<file path="src/rtl/core/rfb_pkg.sv">
// Shared constants and types for the rectangle fill and bitmap blit engine.
package rfb_pkg;

	// Configuration port
	localparam int CFG_IDX_W  = 4;
	localparam int CFG_DATA_W = 24;

	localparam logic [CFG_IDX_W-1:0] REG_FRAME_W  = 4'd0;
	localparam logic [CFG_IDX_W-1:0] REG_FRAME_H  = 4'd1;
	localparam logic [CFG_IDX_W-1:0] REG_ORIGIN_X = 4'd2;
	localparam logic [CFG_IDX_W-1:0] REG_ORIGIN_Y = 4'd3;
	localparam logic [CFG_IDX_W-1:0] REG_RECT_W   = 4'd4;
	localparam logic [CFG_IDX_W-1:0] REG_RECT_H   = 4'd5;
	localparam logic [CFG_IDX_W-1:0] REG_FILL     = 4'd6;
	localparam logic [CFG_IDX_W-1:0] REG_OP_MODE  = 4'd7;

	typedef enum logic {
		MODE_BLIT = 1'b0,
		MODE_FILL = 1'b1
	} op_mode_t;

	// Field widths
	localparam int FIELD_W   = 13;  // raw width of a dimension or origin write
	localparam int ORG_W     = 12;  // clamped origin, never negative
	localparam int COLOUR_W  = 24;
	localparam int BYTE_W    = 8;
	localparam int WORD_W    = 32;
	localparam int ADDR_W    = 26;
	localparam int WADDR_W   = ADDR_W - 2;  // address in pixels, modulo the byte range

	localparam logic [BYTE_W-1:0] ALPHA_OPAQUE = 8'hFF;
	localparam logic [BYTE_W-1:0] ALPHA_CLEAR  = 8'h00;

	// Queue depths
	localparam int MID_DEPTH = 4;
	localparam int OUT_DEPTH = 4;

endpackage

</file>
<file path="src/rtl/core/rfb_fifo.sv">
// Small register queue used between the front, the back and the result port.
module rfb_fifo #(
	parameter int WIDTH = 8,
	parameter int DEPTH = 4
) (
	input  logic             clk,
	input  logic             arst_n,
	input  logic             push,
	input  logic [WIDTH-1:0] wdata,
	output logic             full,
	input  logic             pop,
	output logic [WIDTH-1:0] rdata,
	output logic             empty
);
	localparam int AW = (DEPTH > 1) ? $clog2(DEPTH) : 1;
	localparam int NW = $clog2(DEPTH + 1);

	logic [WIDTH-1:0] mem_q [DEPTH];
	logic [AW-1:0]    wr_ptr_q;
	logic [AW-1:0]    rd_ptr_q;
	logic [NW-1:0]    count_q;
	logic             do_push;
	logic             do_pop;

	assign full    = (count_q == NW'(DEPTH));
	assign empty   = (count_q == '0);
	assign do_push = push && !full;
	assign do_pop  = pop && !empty;
	assign rdata   = mem_q[rd_ptr_q];

	always_ff @(posedge clk or negedge arst_n) begin
		if (!arst_n) begin
			wr_ptr_q <= '0;
			rd_ptr_q <= '0;
			count_q  <= '0;
		end else begin
			if (do_push) begin
				wr_ptr_q <= (wr_ptr_q == AW'(DEPTH - 1)) ? '0 : wr_ptr_q + AW'(1);
			end
			if (do_pop) begin
				rd_ptr_q <= (rd_ptr_q == AW'(DEPTH - 1)) ? '0 : rd_ptr_q + AW'(1);
			end
			if (do_push && !do_pop) begin
				count_q <= count_q + NW'(1);
			end else if (do_pop && !do_push) begin
				count_q <= count_q - NW'(1);
			end
		end
	end

	always_ff @(posedge clk) begin
		if (do_push) begin
			mem_q[wr_ptr_q] <= wdata;
		end
	end

	a_count_bound: assert property (@(posedge clk) disable iff (!arst_n)
		count_q <= NW'(DEPTH))
		else $error("queue fill count beyond depth");

	a_push_grows: assert property (@(posedge clk) disable iff (!arst_n)
		(do_push && !do_pop) |=> (count_q == $past(count_q) + NW'(1)))
		else $error("queue fill count did not grow on push");

endmodule

</file>
<file path="src/rtl/core/rfb_front.sv">
// Front part: configuration registers, raster walk, clipping and pixel word formation.
module rfb_front #(
	parameter int MAX_DIM = 4096,
	localparam int DW = $clog2(MAX_DIM + 1),
	localparam int CW = $clog2(MAX_DIM)
) (
	input  logic                           clk,
	input  logic                           arst_n,
	input  logic                           cfg_valid,
	input  logic [rfb_pkg::CFG_IDX_W-1:0]  cfg_index,
	input  logic [rfb_pkg::CFG_DATA_W-1:0] cfg_data,
	input  logic                           push,
	input  logic [rfb_pkg::BYTE_W-1:0]     src_byte0,
	input  logic [rfb_pkg::BYTE_W-1:0]     src_byte1,
	input  logic [rfb_pkg::BYTE_W-1:0]     src_byte2,
	input  logic                           mid_full,
	output logic                           mid_push,
	output logic [CW-1:0]                  mid_px,
	output logic [CW-1:0]                  mid_py,
	output logic [rfb_pkg::WORD_W-1:0]     mid_word,
	output logic [DW-1:0]                  frame_w
);
	localparam int SW     = ((CW > rfb_pkg::ORG_W) ? CW : rfb_pkg::ORG_W) + 1;
	localparam int RST_FW = (640 > MAX_DIM) ? MAX_DIM : 640;
	localparam int RST_FH = (480 > MAX_DIM) ? MAX_DIM : 480;

	logic [DW-1:0]                fw_q;
	logic [DW-1:0]                fh_q;
	logic [DW-1:0]                rw_q;
	logic [DW-1:0]                rh_q;
	logic [rfb_pkg::ORG_W-1:0]    ox_q;
	logic [rfb_pkg::ORG_W-1:0]    oy_q;
	logic [rfb_pkg::COLOUR_W-1:0] fill_q;
	rfb_pkg::op_mode_t            mode_q;
	logic [CW-1:0]                col_q;
	logic [CW-1:0]                row_q;

	logic [rfb_pkg::FIELD_W-1:0]  raw13;
	logic [DW-1:0]                dim_sat;
	logic [rfb_pkg::ORG_W-1:0]    org_clamp;
	logic                         accept;
	logic                         active;
	logic [SW-1:0]                px_w;
	logic [SW-1:0]                py_w;
	logic                         in_frame;
	logic [DW-1:0]                col_inc;
	logic [DW-1:0]                row_inc;

	assign raw13     = cfg_data[rfb_pkg::FIELD_W-1:0];
	assign dim_sat   = (32'(raw13) > MAX_DIM) ? DW'(MAX_DIM) : DW'(raw13);
	assign org_clamp = raw13[rfb_pkg::FIELD_W-1] ? '0 : raw13[rfb_pkg::ORG_W-1:0];

	assign accept   = push && !mid_full;
	assign active   = (rw_q != '0) && (rh_q != '0);
	assign px_w     = SW'(ox_q) + SW'(col_q);
	assign py_w     = SW'(oy_q) + SW'(row_q);
	assign in_frame = (32'(px_w) < 32'(fw_q)) && (32'(py_w) < 32'(fh_q));
	assign col_inc  = DW'(col_q) + DW'(1);
	assign row_inc  = DW'(row_q) + DW'(1);

	assign mid_push = accept && active && in_frame;
	assign mid_px   = px_w[CW-1:0];
	assign mid_py   = py_w[CW-1:0];
	assign mid_word = (mode_q == rfb_pkg::MODE_FILL) ?
		{rfb_pkg::ALPHA_CLEAR, fill_q} :
		{rfb_pkg::ALPHA_OPAQUE, src_byte2, src_byte1, src_byte0};
	assign frame_w  = fw_q;

	always_ff @(posedge clk or negedge arst_n) begin
		if (!arst_n) begin
			fw_q   <= DW'(RST_FW);
			fh_q   <= DW'(RST_FH);
			rw_q   <= '0;
			rh_q   <= '0;
			ox_q   <= '0;
			oy_q   <= '0;
			fill_q <= '0;
			mode_q <= rfb_pkg::MODE_BLIT;
			col_q  <= '0;
			row_q  <= '0;
		end else if (cfg_valid) begin
			case (cfg_index)
				rfb_pkg::REG_FRAME_W:  fw_q   <= dim_sat;
				rfb_pkg::REG_FRAME_H:  fh_q   <= dim_sat;
				rfb_pkg::REG_ORIGIN_X: ox_q   <= org_clamp;
				rfb_pkg::REG_ORIGIN_Y: oy_q   <= org_clamp;
				rfb_pkg::REG_RECT_W:   rw_q   <= dim_sat;
				rfb_pkg::REG_RECT_H:   rh_q   <= dim_sat;
				rfb_pkg::REG_FILL:     fill_q <= cfg_data[rfb_pkg::COLOUR_W-1:0];
				rfb_pkg::REG_OP_MODE:  mode_q <= rfb_pkg::op_mode_t'(cfg_data[0]);
				default: ;
			endcase
			// restart the walk on any known register
			if (cfg_index <= rfb_pkg::REG_OP_MODE) begin
				col_q <= '0;
				row_q <= '0;
			end
		end else if (accept && active) begin
			if (col_inc >= rw_q) begin
				col_q <= '0;
				row_q <= (row_inc >= rh_q) ? '0 : row_inc[CW-1:0];
			end else begin
				col_q <= col_inc[CW-1:0];
			end
		end
	end

	a_restart: assert property (@(posedge clk) disable iff (!arst_n)
		(cfg_valid && cfg_index <= rfb_pkg::REG_OP_MODE) |=> (col_q == '0 && row_q == '0))
		else $error("walk not restarted after register write");

	a_col_in_rect: assert property (@(posedge clk) disable iff (!arst_n)
		(rw_q != '0) |-> (DW'(col_q) < rw_q))
		else $error("column beyond rectangle width");

endmodule

</file>
<file path="src/rtl/core/rfb_back.sv">
// Back part: row times pitch multiply, then byte address and word into the result queue.
module rfb_back #(
	parameter int MAX_DIM = 4096,
	localparam int DW = $clog2(MAX_DIM + 1),
	localparam int CW = $clog2(MAX_DIM)
) (
	input  logic                         clk,
	input  logic                         arst_n,
	input  logic                         mid_empty,
	input  logic [CW-1:0]                mid_px,
	input  logic [CW-1:0]                mid_py,
	input  logic [rfb_pkg::WORD_W-1:0]   mid_word,
	input  logic [DW-1:0]                frame_w,
	output logic                         mid_pop,
	input  logic                         out_full,
	output logic                         out_push,
	output logic [rfb_pkg::ADDR_W-1:0]   out_addr,
	output logic [rfb_pkg::WORD_W-1:0]   out_word
);
	logic                          valid_s1;
	logic [rfb_pkg::WADDR_W-1:0]   prod_s1;
	logic [CW-1:0]                 px_s1;
	logic [rfb_pkg::WORD_W-1:0]    word_s1;
	logic [CW+DW-1:0]              prod_w;
	logic [rfb_pkg::WADDR_W-1:0]   pix_addr;
	logic                          load;

	assign prod_w   = mid_py * frame_w;
	assign out_push = valid_s1 && !out_full;
	assign load     = !mid_empty && (!valid_s1 || out_push);
	assign mid_pop  = load;
	assign pix_addr = prod_s1 + rfb_pkg::WADDR_W'(px_s1);
	assign out_addr = {pix_addr, 2'b00};
	assign out_word = word_s1;

	always_ff @(posedge clk or negedge arst_n) begin
		if (!arst_n) begin
			valid_s1 <= 1'b0;
		end else if (load) begin
			valid_s1 <= 1'b1;
		end else if (out_push) begin
			valid_s1 <= 1'b0;
		end
	end

	always_ff @(posedge clk) begin
		if (load) begin
			prod_s1 <= rfb_pkg::WADDR_W'(prod_w);
			px_s1   <= mid_px;
			word_s1 <= mid_word;
		end
	end

	a_hold_stalled: assert property (@(posedge clk) disable iff (!arst_n)
		(valid_s1 && out_full) |=> (valid_s1 && $stable(prod_s1) && $stable(word_s1)))
		else $error("stalled pixel lost in back stage");

endmodule

</file>
<file path="src/rtl/core/rect_fill_and_bitmap_blit.sv">
// Top level of the rectangle fill and bitmap blit engine.
//
// Channel   Direction  Handshake               Payload
// input     in         push / full             src_byte0, src_byte1, src_byte2
// result    out        empty / pop             byte_address, pixel_word
// config    in         cfg_valid / cfg_ready   cfg_index, cfg_data
//
// One item a cycle sustained while full is low; a walked and clipped pixel inside the frame goes
// through the middle queue and the back stage register (row times pitch multiply) to the result queue.
// Reset restores the default registers and the walk at column 0, row 0.
// A stalled result side fills the result queue, then the middle queue, then raises full.
// Configuration writes are always taken (cfg_ready is tied high).
module rect_fill_and_bitmap_blit #(
	parameter int MAX_DIM = 4096
) (
	input  logic                           clk,
	input  logic                           arst_n,
	input  logic                           push,
	output logic                           full,
	input  logic [rfb_pkg::BYTE_W-1:0]     src_byte0,
	input  logic [rfb_pkg::BYTE_W-1:0]     src_byte1,
	input  logic [rfb_pkg::BYTE_W-1:0]     src_byte2,
	output logic                           empty,
	input  logic                           pop,
	output logic [rfb_pkg::ADDR_W-1:0]     byte_address,
	output logic [rfb_pkg::WORD_W-1:0]     pixel_word,
	input  logic                           cfg_valid,
	output logic                           cfg_ready,
	input  logic [rfb_pkg::CFG_IDX_W-1:0]  cfg_index,
	input  logic [rfb_pkg::CFG_DATA_W-1:0] cfg_data
);
	localparam int DW    = $clog2(MAX_DIM + 1);
	localparam int CW    = $clog2(MAX_DIM);
	localparam int MID_W = 2 * CW + rfb_pkg::WORD_W;
	localparam int OUT_W = rfb_pkg::ADDR_W + rfb_pkg::WORD_W;

	logic                         mid_push;
	logic                         mid_full;
	logic                         mid_pop;
	logic                         mid_empty;
	logic [CW-1:0]                f_px;
	logic [CW-1:0]                f_py;
	logic [rfb_pkg::WORD_W-1:0]   f_word;
	logic [CW-1:0]                b_px;
	logic [CW-1:0]                b_py;
	logic [rfb_pkg::WORD_W-1:0]   b_word;
	logic [DW-1:0]                frame_w;
	logic                         out_push;
	logic                         out_full;
	logic [rfb_pkg::ADDR_W-1:0]   out_addr;
	logic [rfb_pkg::WORD_W-1:0]   out_word;

	assign cfg_ready = 1'b1;
	assign full      = mid_full;

	rfb_front #(.MAX_DIM(MAX_DIM)) u_front (
		.clk       (clk),
		.arst_n    (arst_n),
		.cfg_valid (cfg_valid),
		.cfg_index (cfg_index),
		.cfg_data  (cfg_data),
		.push      (push),
		.src_byte0 (src_byte0),
		.src_byte1 (src_byte1),
		.src_byte2 (src_byte2),
		.mid_full  (mid_full),
		.mid_push  (mid_push),
		.mid_px    (f_px),
		.mid_py    (f_py),
		.mid_word  (f_word),
		.frame_w   (frame_w)
	);

	rfb_fifo #(.WIDTH(MID_W), .DEPTH(rfb_pkg::MID_DEPTH)) u_mid_q (
		.clk    (clk),
		.arst_n (arst_n),
		.push   (mid_push),
		.wdata  ({f_px, f_py, f_word}),
		.full   (mid_full),
		.pop    (mid_pop),
		.rdata  ({b_px, b_py, b_word}),
		.empty  (mid_empty)
	);

	rfb_back #(.MAX_DIM(MAX_DIM)) u_back (
		.clk       (clk),
		.arst_n    (arst_n),
		.mid_empty (mid_empty),
		.mid_px    (b_px),
		.mid_py    (b_py),
		.mid_word  (b_word),
		.frame_w   (frame_w),
		.mid_pop   (mid_pop),
		.out_full  (out_full),
		.out_push  (out_push),
		.out_addr  (out_addr),
		.out_word  (out_word)
	);

	rfb_fifo #(.WIDTH(OUT_W), .DEPTH(rfb_pkg::OUT_DEPTH)) u_out_q (
		.clk    (clk),
		.arst_n (arst_n),
		.push   (out_push),
		.wdata  ({out_addr, out_word}),
		.full   (out_full),
		.pop    (pop),
		.rdata  ({byte_address, pixel_word}),
		.empty  (empty)
	);

endmodule
</file>
<file path="config.mk">
export PLATFORM = sky130hd
export DESIGN_NAME = rect_fill_and_bitmap_blit
export DESIGN_NICKNAME = d
export VERILOG_FILES = /design/src/rtl/core/rfb_pkg.sv /design/src/rtl/core/rfb_fifo.sv /design/src/rtl/core/rfb_front.sv /design/src/rtl/core/rfb_back.sv /design/src/rtl/core/rect_fill_and_bitmap_blit.sv
export SDC_FILE = /design/constraint.sdc
export NUM_CORES = 1
export LEC_CHECK = 0
export BUFFER_PORTS_ARGS = -buffer_cell sky130_fd_sc_hd__buf_2
export CAP_MARGIN = 20
export CORE_MARGIN = 3
export CORE_UTILIZATION = 40
export DETAILED_ROUTE_END_ITERATION = 8
export PLACE_DENSITY = 0.68
export SLEW_MARGIN = 20
export SYNTH_ARGS = -nofsm -noshare
export SYNTH_HDL_FRONTEND = slang
export SYNTH_SLANG_ARGS = --single-unit
</file>
<file path="constraint.sdc">
create_clock -name clk -period 15.2 [get_ports clk]
set_input_delay 1.52 -clock clk [delete_from_list [all_inputs] [get_ports clk]]
set_output_delay 1.52 -clock clk [all_outputs]
set_load 0.005 [all_outputs]
</file>
# --- After elaboration in Yosys (flattened, before gate mapping) ---
# Memories as Yosys holds them, arrays and structs flattened.
# Cells that the tools add are included.
# Widths: inputs -> output; s select.
op_classes:
  addsub: 13
  multipliers: 1
  n_div: 0
  magnitude_cmp: 6
  eq_ne: 14
  shifts: 0
  muxes: 25
  bitwise: 0
  n_reduce_logical: 45
op_table:
  columns: ["op", "n"]
  rows:
  - ["$mux 12", 9]
  - ["$mux 32", 1]
  - ["$add 12x1->13 const B", 2]
  - ["$add 12x12->13", 2]
  - ["$ge 13x13->1", 2]
  - ["$lt 13x13->1", 2]
  - ["$reduce_bool 13->1", 2]
  - ["$add 24x12->24", 1]
  - ["$mul 12x13->24", 1]
  - ["$reduce_and 2->1", 9]
  - ["$eq 4x3->1 const B", 4]
  - ["$logic_and 1x1->1", 15]
  - ["$gt 13x13->1 const B", 1]
  - ["$mux 13", 1]
  - ["$mux 3", 4]
  - ["$reduce_bool 2->1", 5]
  - ["$logic_not 1->1", 9]
  - ["$add 2x1->2 const B", 4]
  - ["$eq 2x2->1 const B", 4]
  - ["$eq 4x2->1 const B", 2]
  - ["$mux 2", 4]
  - ["$add 3x1->3 const B", 2]
  - ["$eq 3x3->1 const B", 2]
  - ["$logic_not 3->1", 2]
  - ["8 further kinds", 14]
totals:
  reg_bits: 208
  latch_bits: 0
  mem_bits_rw: 448
  rom_bits: 0
  input_bits: 57
  elab_cells: 126
  mem_count: 2
mem_list:
  columns: ["memory", "depth", "width", "read_ports", "rd_clocked_by_memory_dff", "write_ports", "line", "text"]
  rows:
  - ["u_mid_q.mem_q", 4, 56, 1, 0, 1, "rfb_fifo.sv:18", "logic [WIDTH-1:0] mem_q [DEPTH];"]
  - ["u_out_q.mem_q", 4, 56, 1, 0, 1, "rfb_fifo.sv:18", null]

# --- Longest topological paths before layout ---
depth:
  ltp_word: 10
  depth_mapped: 23
  mapped_depth_nobuf: 20

# --- Cells and area by module ---
# From an unflattened synthesis, not the netlist that was laid out.
hier_totals:
  hier_cells: 2276
  area_unflattened_um2: 33086.7
by_module_without_submodules:
  columns: ["mod", "n_inst", "cells_per_inst", "area_per_inst_um2", "seq_area_each_um2"]
  rows:
  - ["rfb_fifo at u_out_q", 1, 341, 8848.5, 7141.8]
  - ["rfb_fifo at u_mid_q", 1, 330, 8546.9, 6901.6]
  - ["rfb_back", 1, 814, 7996.4, 2067.0]
  - ["rfb_front", 1, 789, 7683.6, 3135.5]
  - ["rect_fill_and_bitmap_blit", 1, 2, 11.3, 0.0]

# --- Least setup slack after synthesis ---
# No wires, ideal clock.
synth_path:
  path_kind: "reg-to-reg"
  from: "register u_front.col_q[0]"
  to: "memory u_mid_q.mem_q[0][0] (netlist name) (enable)"
  arrival_time_ns: 5.772
  path_slack_ns: 8.972
  path_stages_with_launch: 15
  n_path_buf: 0
  synth_period_minus_slack_ns: 6.228
  path_cell_list: "dfrtp_1 -> ha_1 -> fa_1 -> a21o_1 -> a21o_1 -> a311o_1 -> a21oi_1 -> o211ai_1 -> xor2_1 -> ha_1 -> a21o_1 -> a21o_1 -> a2111oi_0 -> nand4_1 -> nor2_1"
synth_between:
  elab_chain_cells: 7
synth_rtl:
  columns: ["item", "line", "text"]
  rows:
  - ["start: declaration", "rfb_front.sv:35", "logic [CW-1:0] col_q;"]
  - ["start signal: assignment", "rfb_front.sv:103", "col_q <= col_inc[CW-1:0];"]
  - ["$add 12x12->13", "rfb_front.sv:55", "assign px_w = SW'(ox_q) + SW'(col_q);"]
  - ["net f_px[10]", "rect_fill_and_bitmap_blit.sv:41", "logic [CW-1:0] f_px;"]
  - ["$lt 13x13->1", "rfb_front.sv:57", "assign in_frame = (32'(px_w) < 32'(fw_q)) && (32'(py_w) < 32'(fh_q));"]
  - ["$logic_and 1x1->1", "rfb_front.sv:57", null]
  - ["$logic_and 1x1->1", "rfb_front.sv:61", "assign mid_push = accept && active && in_frame;"]
  - ["$logic_and 1x1->1", "rfb_fifo.sv:27", "assign do_push = push && !full;"]
  - ["$mux 1", "rfb_fifo.sv:52", "if (do_push) begin"]
  - ["$mux 1 (not written as such)", "rfb_fifo.sv:53", "mem_q[wr_ptr_q] <= wdata;"]
  - ["end: declaration", "rfb_fifo.sv:18", null]
# The timed path passes the listed nets, and every way through them passes these cells.

# --- Worst setup path after layout ---
layout_path:
  from: "register u_front.col_q[0]"
  to: "register u_mid_q.count_q[2]"
layout_between:
  elab_chain_cells: 8
  word_cells_on_any_way: 10
  classes_between: "1 x add/sub; 1 x order compare; 1 x mux; 7 x reduce/logical"
layout_rtl:
  columns: ["item", "line", "text"]
  rows:
  - ["$add 12x12->13 *", "rfb_front.sv:55", null]
  - ["net f_px[10]", "rect_fill_and_bitmap_blit.sv:41", null]
  - ["$lt 13x13->1 *", "rfb_front.sv:57", null]
  - ["$logic_and 1x1->1 *", "rfb_front.sv:57", null]
  - ["$logic_and 1x1->1 *", "rfb_front.sv:61", null]
  - ["$logic_and 1x1->1 *", "rfb_fifo.sv:27", null]
  - ["net u_mid_q.do_push", "rfb_fifo.sv:22", "logic do_push;"]
  - ["$logic_not 1->1", "rfb_fifo.sv:45", "end else if (do_pop && !do_push) begin"]
  - ["$logic_and 1x1->1", "rfb_fifo.sv:45", null]
  - ["$reduce_bool 2->1 (no line)", null, null]
  - ["end signal: assignment", "rfb_fifo.sv:44", "count_q <= count_q + NW'(1);"]
  - ["end signal: assignment", "rfb_fifo.sv:46", "count_q <= count_q - NW'(1);"]
  - ["end: declaration", "rfb_fifo.sv:21", "logic [NW-1:0] count_q;"]
# The timed path passes the listed nets; every way through them passes the cells marked *.
# A chain may end at the register's enable or synchronous reset.

==> reports/metrics.yaml <==
timing:
  setup_tns_ps: 0
  layout_setup_ws_ps: 8870
  fmax_ghz: 0.158
  setup_viol: 0
  min_period_ps: 6330
  finalMaxSlewViolations: 0
  hold_viol: 0
  rsz0062_at_grt: "no"
  fin_crit_sh: 0.417
  slew_headroom: 0.295
  fin_worst_skew_ps: 84.5
  worst_slew_pin_slew_ps: 1050
grt:
  grt_pass1_vias: 18049
  grt.met1_usage: 0.217
  grt_overflow_total: 0
  busiest_layer: "met2"
  use_met3: 0.0227
  grtUsageTotal: 0.162
  antenna_found_initial: 0
  grt_max_degree: 72
  grt_pass1_wl_mm: 101
  use_met2: 0.281
final_layout:
  syn_to_final_growth_pct: 11.8
  layout.nets: 2604
  antenna_cells: 0
  final_common_cell: "edfxtp_1"
  final_cell_mix: "edfxtp_1 (453), inv_1 (237), nand2_1 (207), ha_1 (160), dfrtp_1 (129)"
  drive_gt1_frac: 0.176
  regArea_um2: 17100
  n_fill_cell: 6477
  multi_input_area_um2: 12000
floorplanning:
  io_pins: 118
  die_h_um: 281
  core_um2: 74800
  dieArea_um2: 79200
  start_util: 0.406
  rows: 100
  die_x_um: 281
power:
  p_leak_nw: 13.6
  powerDensity_nw_per_um2: 223
  max-vdd-ir-drop_mv: 0.149
synth:
  syn_inst: 2167
  synth-seq-cells: 593
  synth-edff-count: 453
  yosys_warnings: 0
  async_flop_share: 0.236
  synth_cell_types: 72
  synth_ff_type: "edfxtp_1"
  syn_avg_cell_area_um2: 14.0
  ys_seq_area_frac: 0.564
  syn_area_um2: 30400
cts:
  cts_sinks: 593
  path_clk_slew_ps: 60
  post_cts_resized: 0
  postCtsHoldBufs: 0
  cts.htree.levels: 2
  numCtsBuffers: 60
  tritoncts: "done"
  clk-insertion-delay-late_ps: 650
  post_cts_buffers: 0
  clockRootBuffer: "clkbuf_16"
  cts_buffer_depth: 3
status:
  outcome: "complete, no violations"
worst_hold_path:
  hold_end: "u_front.fh_q[7]"
  hp-class: "register to register"
  min_from: "u_front.fh_q[7]"
  holdPathStages: 2
detailed_routing:
  viasPerCell: 5.23
  firstDrtPassIters: 5
  wirelength_mm: 63.4
  wl_per_cell_um: 19.2
  vias: 17230
  drt_iter0_markers: 1064
  ant_nets: 0
  drc: 0
run:
  maxCapViolations: 0
worst_setup_path:
  path_cells: "ha_1, fa_1, a21o_1, a21o_1, a311o_1, a21oi_1, o211ai_1, xor2_1, ha_1, a21o_1, a21o_1, a2111oi_0, nand4_1, inv_1, ha_1, inv_1, fa_1, xor2_1, nor2_1, xor2_1"
  max_stage_delay_ps: 660
  cp-end-kind: "register"
  crit_top_cell: "a21o_1"
  cp_top_family: "compound AO/OA/AOI/OAI gates"
  crit_start: "u_front.col_q[0]"
  critPathBufInv: 2
  reg2reg_depth: 20
  cp-start-kind: "register"
  worstSetupPathType: "register to register"
  worst-path-max-fanout: 7
  crit_arrival_ps: 6830
  r2r-end: "u_mid_q.count_q[2]"
  crit_required_ps: 15690
  worstReg2RegStart: "u_front.col_q[0]"
  rrSetupSlack_ps: 8870
  cp_slowest_cell: "nand4_1"
placement:
  dp_hpwl_mm: 44.4
  io_buffers: 114
  place_ws_ps: 8870
  place_congestion: 0.868
==> worst register-to-register path, cell delays in order, from the launching register on <==
cell	delay (ps)
dfrtp_1	470
ha_1	300
fa_1	460
a21o_1	170
a21o_1	190
a311o_1	390
a21oi_1	220
o211ai_1	140
xor2_1	590
ha_1	380
a21o_1	160
a21o_1	160
a2111oi_0	580
nand4_1	660
inv_1	200
ha_1	210
inv_1	60
fa_1	380
xor2_1	160
nor2_1	120
xor2_1	170
==> synthesized netlist by cell type, types with 10 or more instances <==
master / n / area [µm²]
edfxtp_1: 453 / 13600
a21oi_1: 41 / 205
a21o_1: 28 / 210
nand3_1: 24 / 120
xor2_1: 28 / 245
o21ai_0: 103 / 515
buf_4: 11 / 82.6
nand2_1: 207 / 777
and2_1: 61 / 382
nor2b_1: 13 / 81.3
nor3_1: 14 / 70.1
a22o_1: 10 / 87.6
mux2_2: 61 / 687
inv_1: 237 / 890
nand2b_1: 20 / 125
xnor2_1: 51 / 447
o211ai_1: 16 / 120
mux2i_1: 13 / 130
nor2_1: 45 / 169
clkbuf_1: 57 / 214
nand4_1: 12 / 75.1
and3_1: 13 / 81.3
a211oi_1: 13 / 97.6
mux4_2: 98 / 2210
dfrtp_1: 134 / 3350
ha_1: 160 / 2000
buf_2: 15 / 75.1
o21bai_1: 10 / 75.1
fa_1: 114 / 2280
==> state kept, by name, indices dropped and copies added (netlist names), 12 cells and up <==
name and cells:
u_out_q.mem_q 196, u_front.row_q 12, u_back.prod_s1 24, u_front.rh_q 13, u_front.col_q 12, u_back.px_s1 12
u_front.frame_w 13, u_front.fill_q 24, u_front.oy_q 12, u_front.fh_q 13, u_mid_q.mem_q 196, u_front.ox_q 12
u_back.out_word 25, u_front.rw_q 13
==> report_power, final <==
part | internal (mW) | switching (mW) | total (mW)
Clock | 0.827 | 0.614 | 1.44
Sequential | 2.62 | 0.280 | 2.90
Combinational | 1.36 | 1.88 | 3.23
==> per-stage QoR <==
stage               total power [mW]  std cells  utilization  hold slack [ps]  instance area (µm²)
CTS                             7.65       3292        0.453              482                33900
detailed placement              6.18       3179        0.427              473                31900
floorplan                       5.21       2168            -              450                30400
global placement                6.05       3179        0.427              462                31900
global route                    8.15       3293        0.453              500                33900
finish                          7.57       3293        0.453              481                33900
==> routing by layer <==
| metal | routed length (µm) | share of wire |
|---|---|---|
| met1 | 27600 | 0.44 |
| met2 | 31800 | 0.50 |
| met3 | 2920 | 0.046 |
| met4 | 1070 | 0.017 |
| met5 | 0 | 0 |
==> final cells by class <==
| type | count | share of cell area |
|---|---|---|
| Multi-Input combinational cell | 1250 | 0.354 |
| Inverter | 237 | 0.0262 |
| Tap cell | 969 | 0.0357 |
| Timing Repair Buffer | 131 | 0.0214 |
| Sequential cell | 593 | 0.505 |
| Clock inverter | 35 | 0.0109 |
| Clock buffer | 78 | 0.0468 |
==> worst max-delay path by stage <==
stage	endpoint	slack, ps	cells after the start
6_report	u_mid_q.count_q[2]	8870	20
5_1_grt	u_mid_q.count_q[2]	8450	20
4_1_cts	u_mid_q.count_q[2]	8850	20
3_5_place_dp	u_back.prod_s1[23]	8870	17
3_3_place_gp	u_back.prod_s1[16]	8940	17
2_1_floorplan	u_mid_q.mem_q[0][0]	8970	14
==> cells by family after synthesis <==
logic type / after synthesis / share of synthesized area
adders and majority gates: 274 / 0.141
DFF: 593 / 0.564
xor gates and xnor gates: 79 / 0.0228
other: 2 / 0.000247
muxes: 172 / 0.0996
and+or+nand+nor: 453 / 0.0732
buffers and inverters: 325 / 0.0427
AOI/OAI and AO/OA: 269 / 0.0565
(Power assumes the default switching activity.)
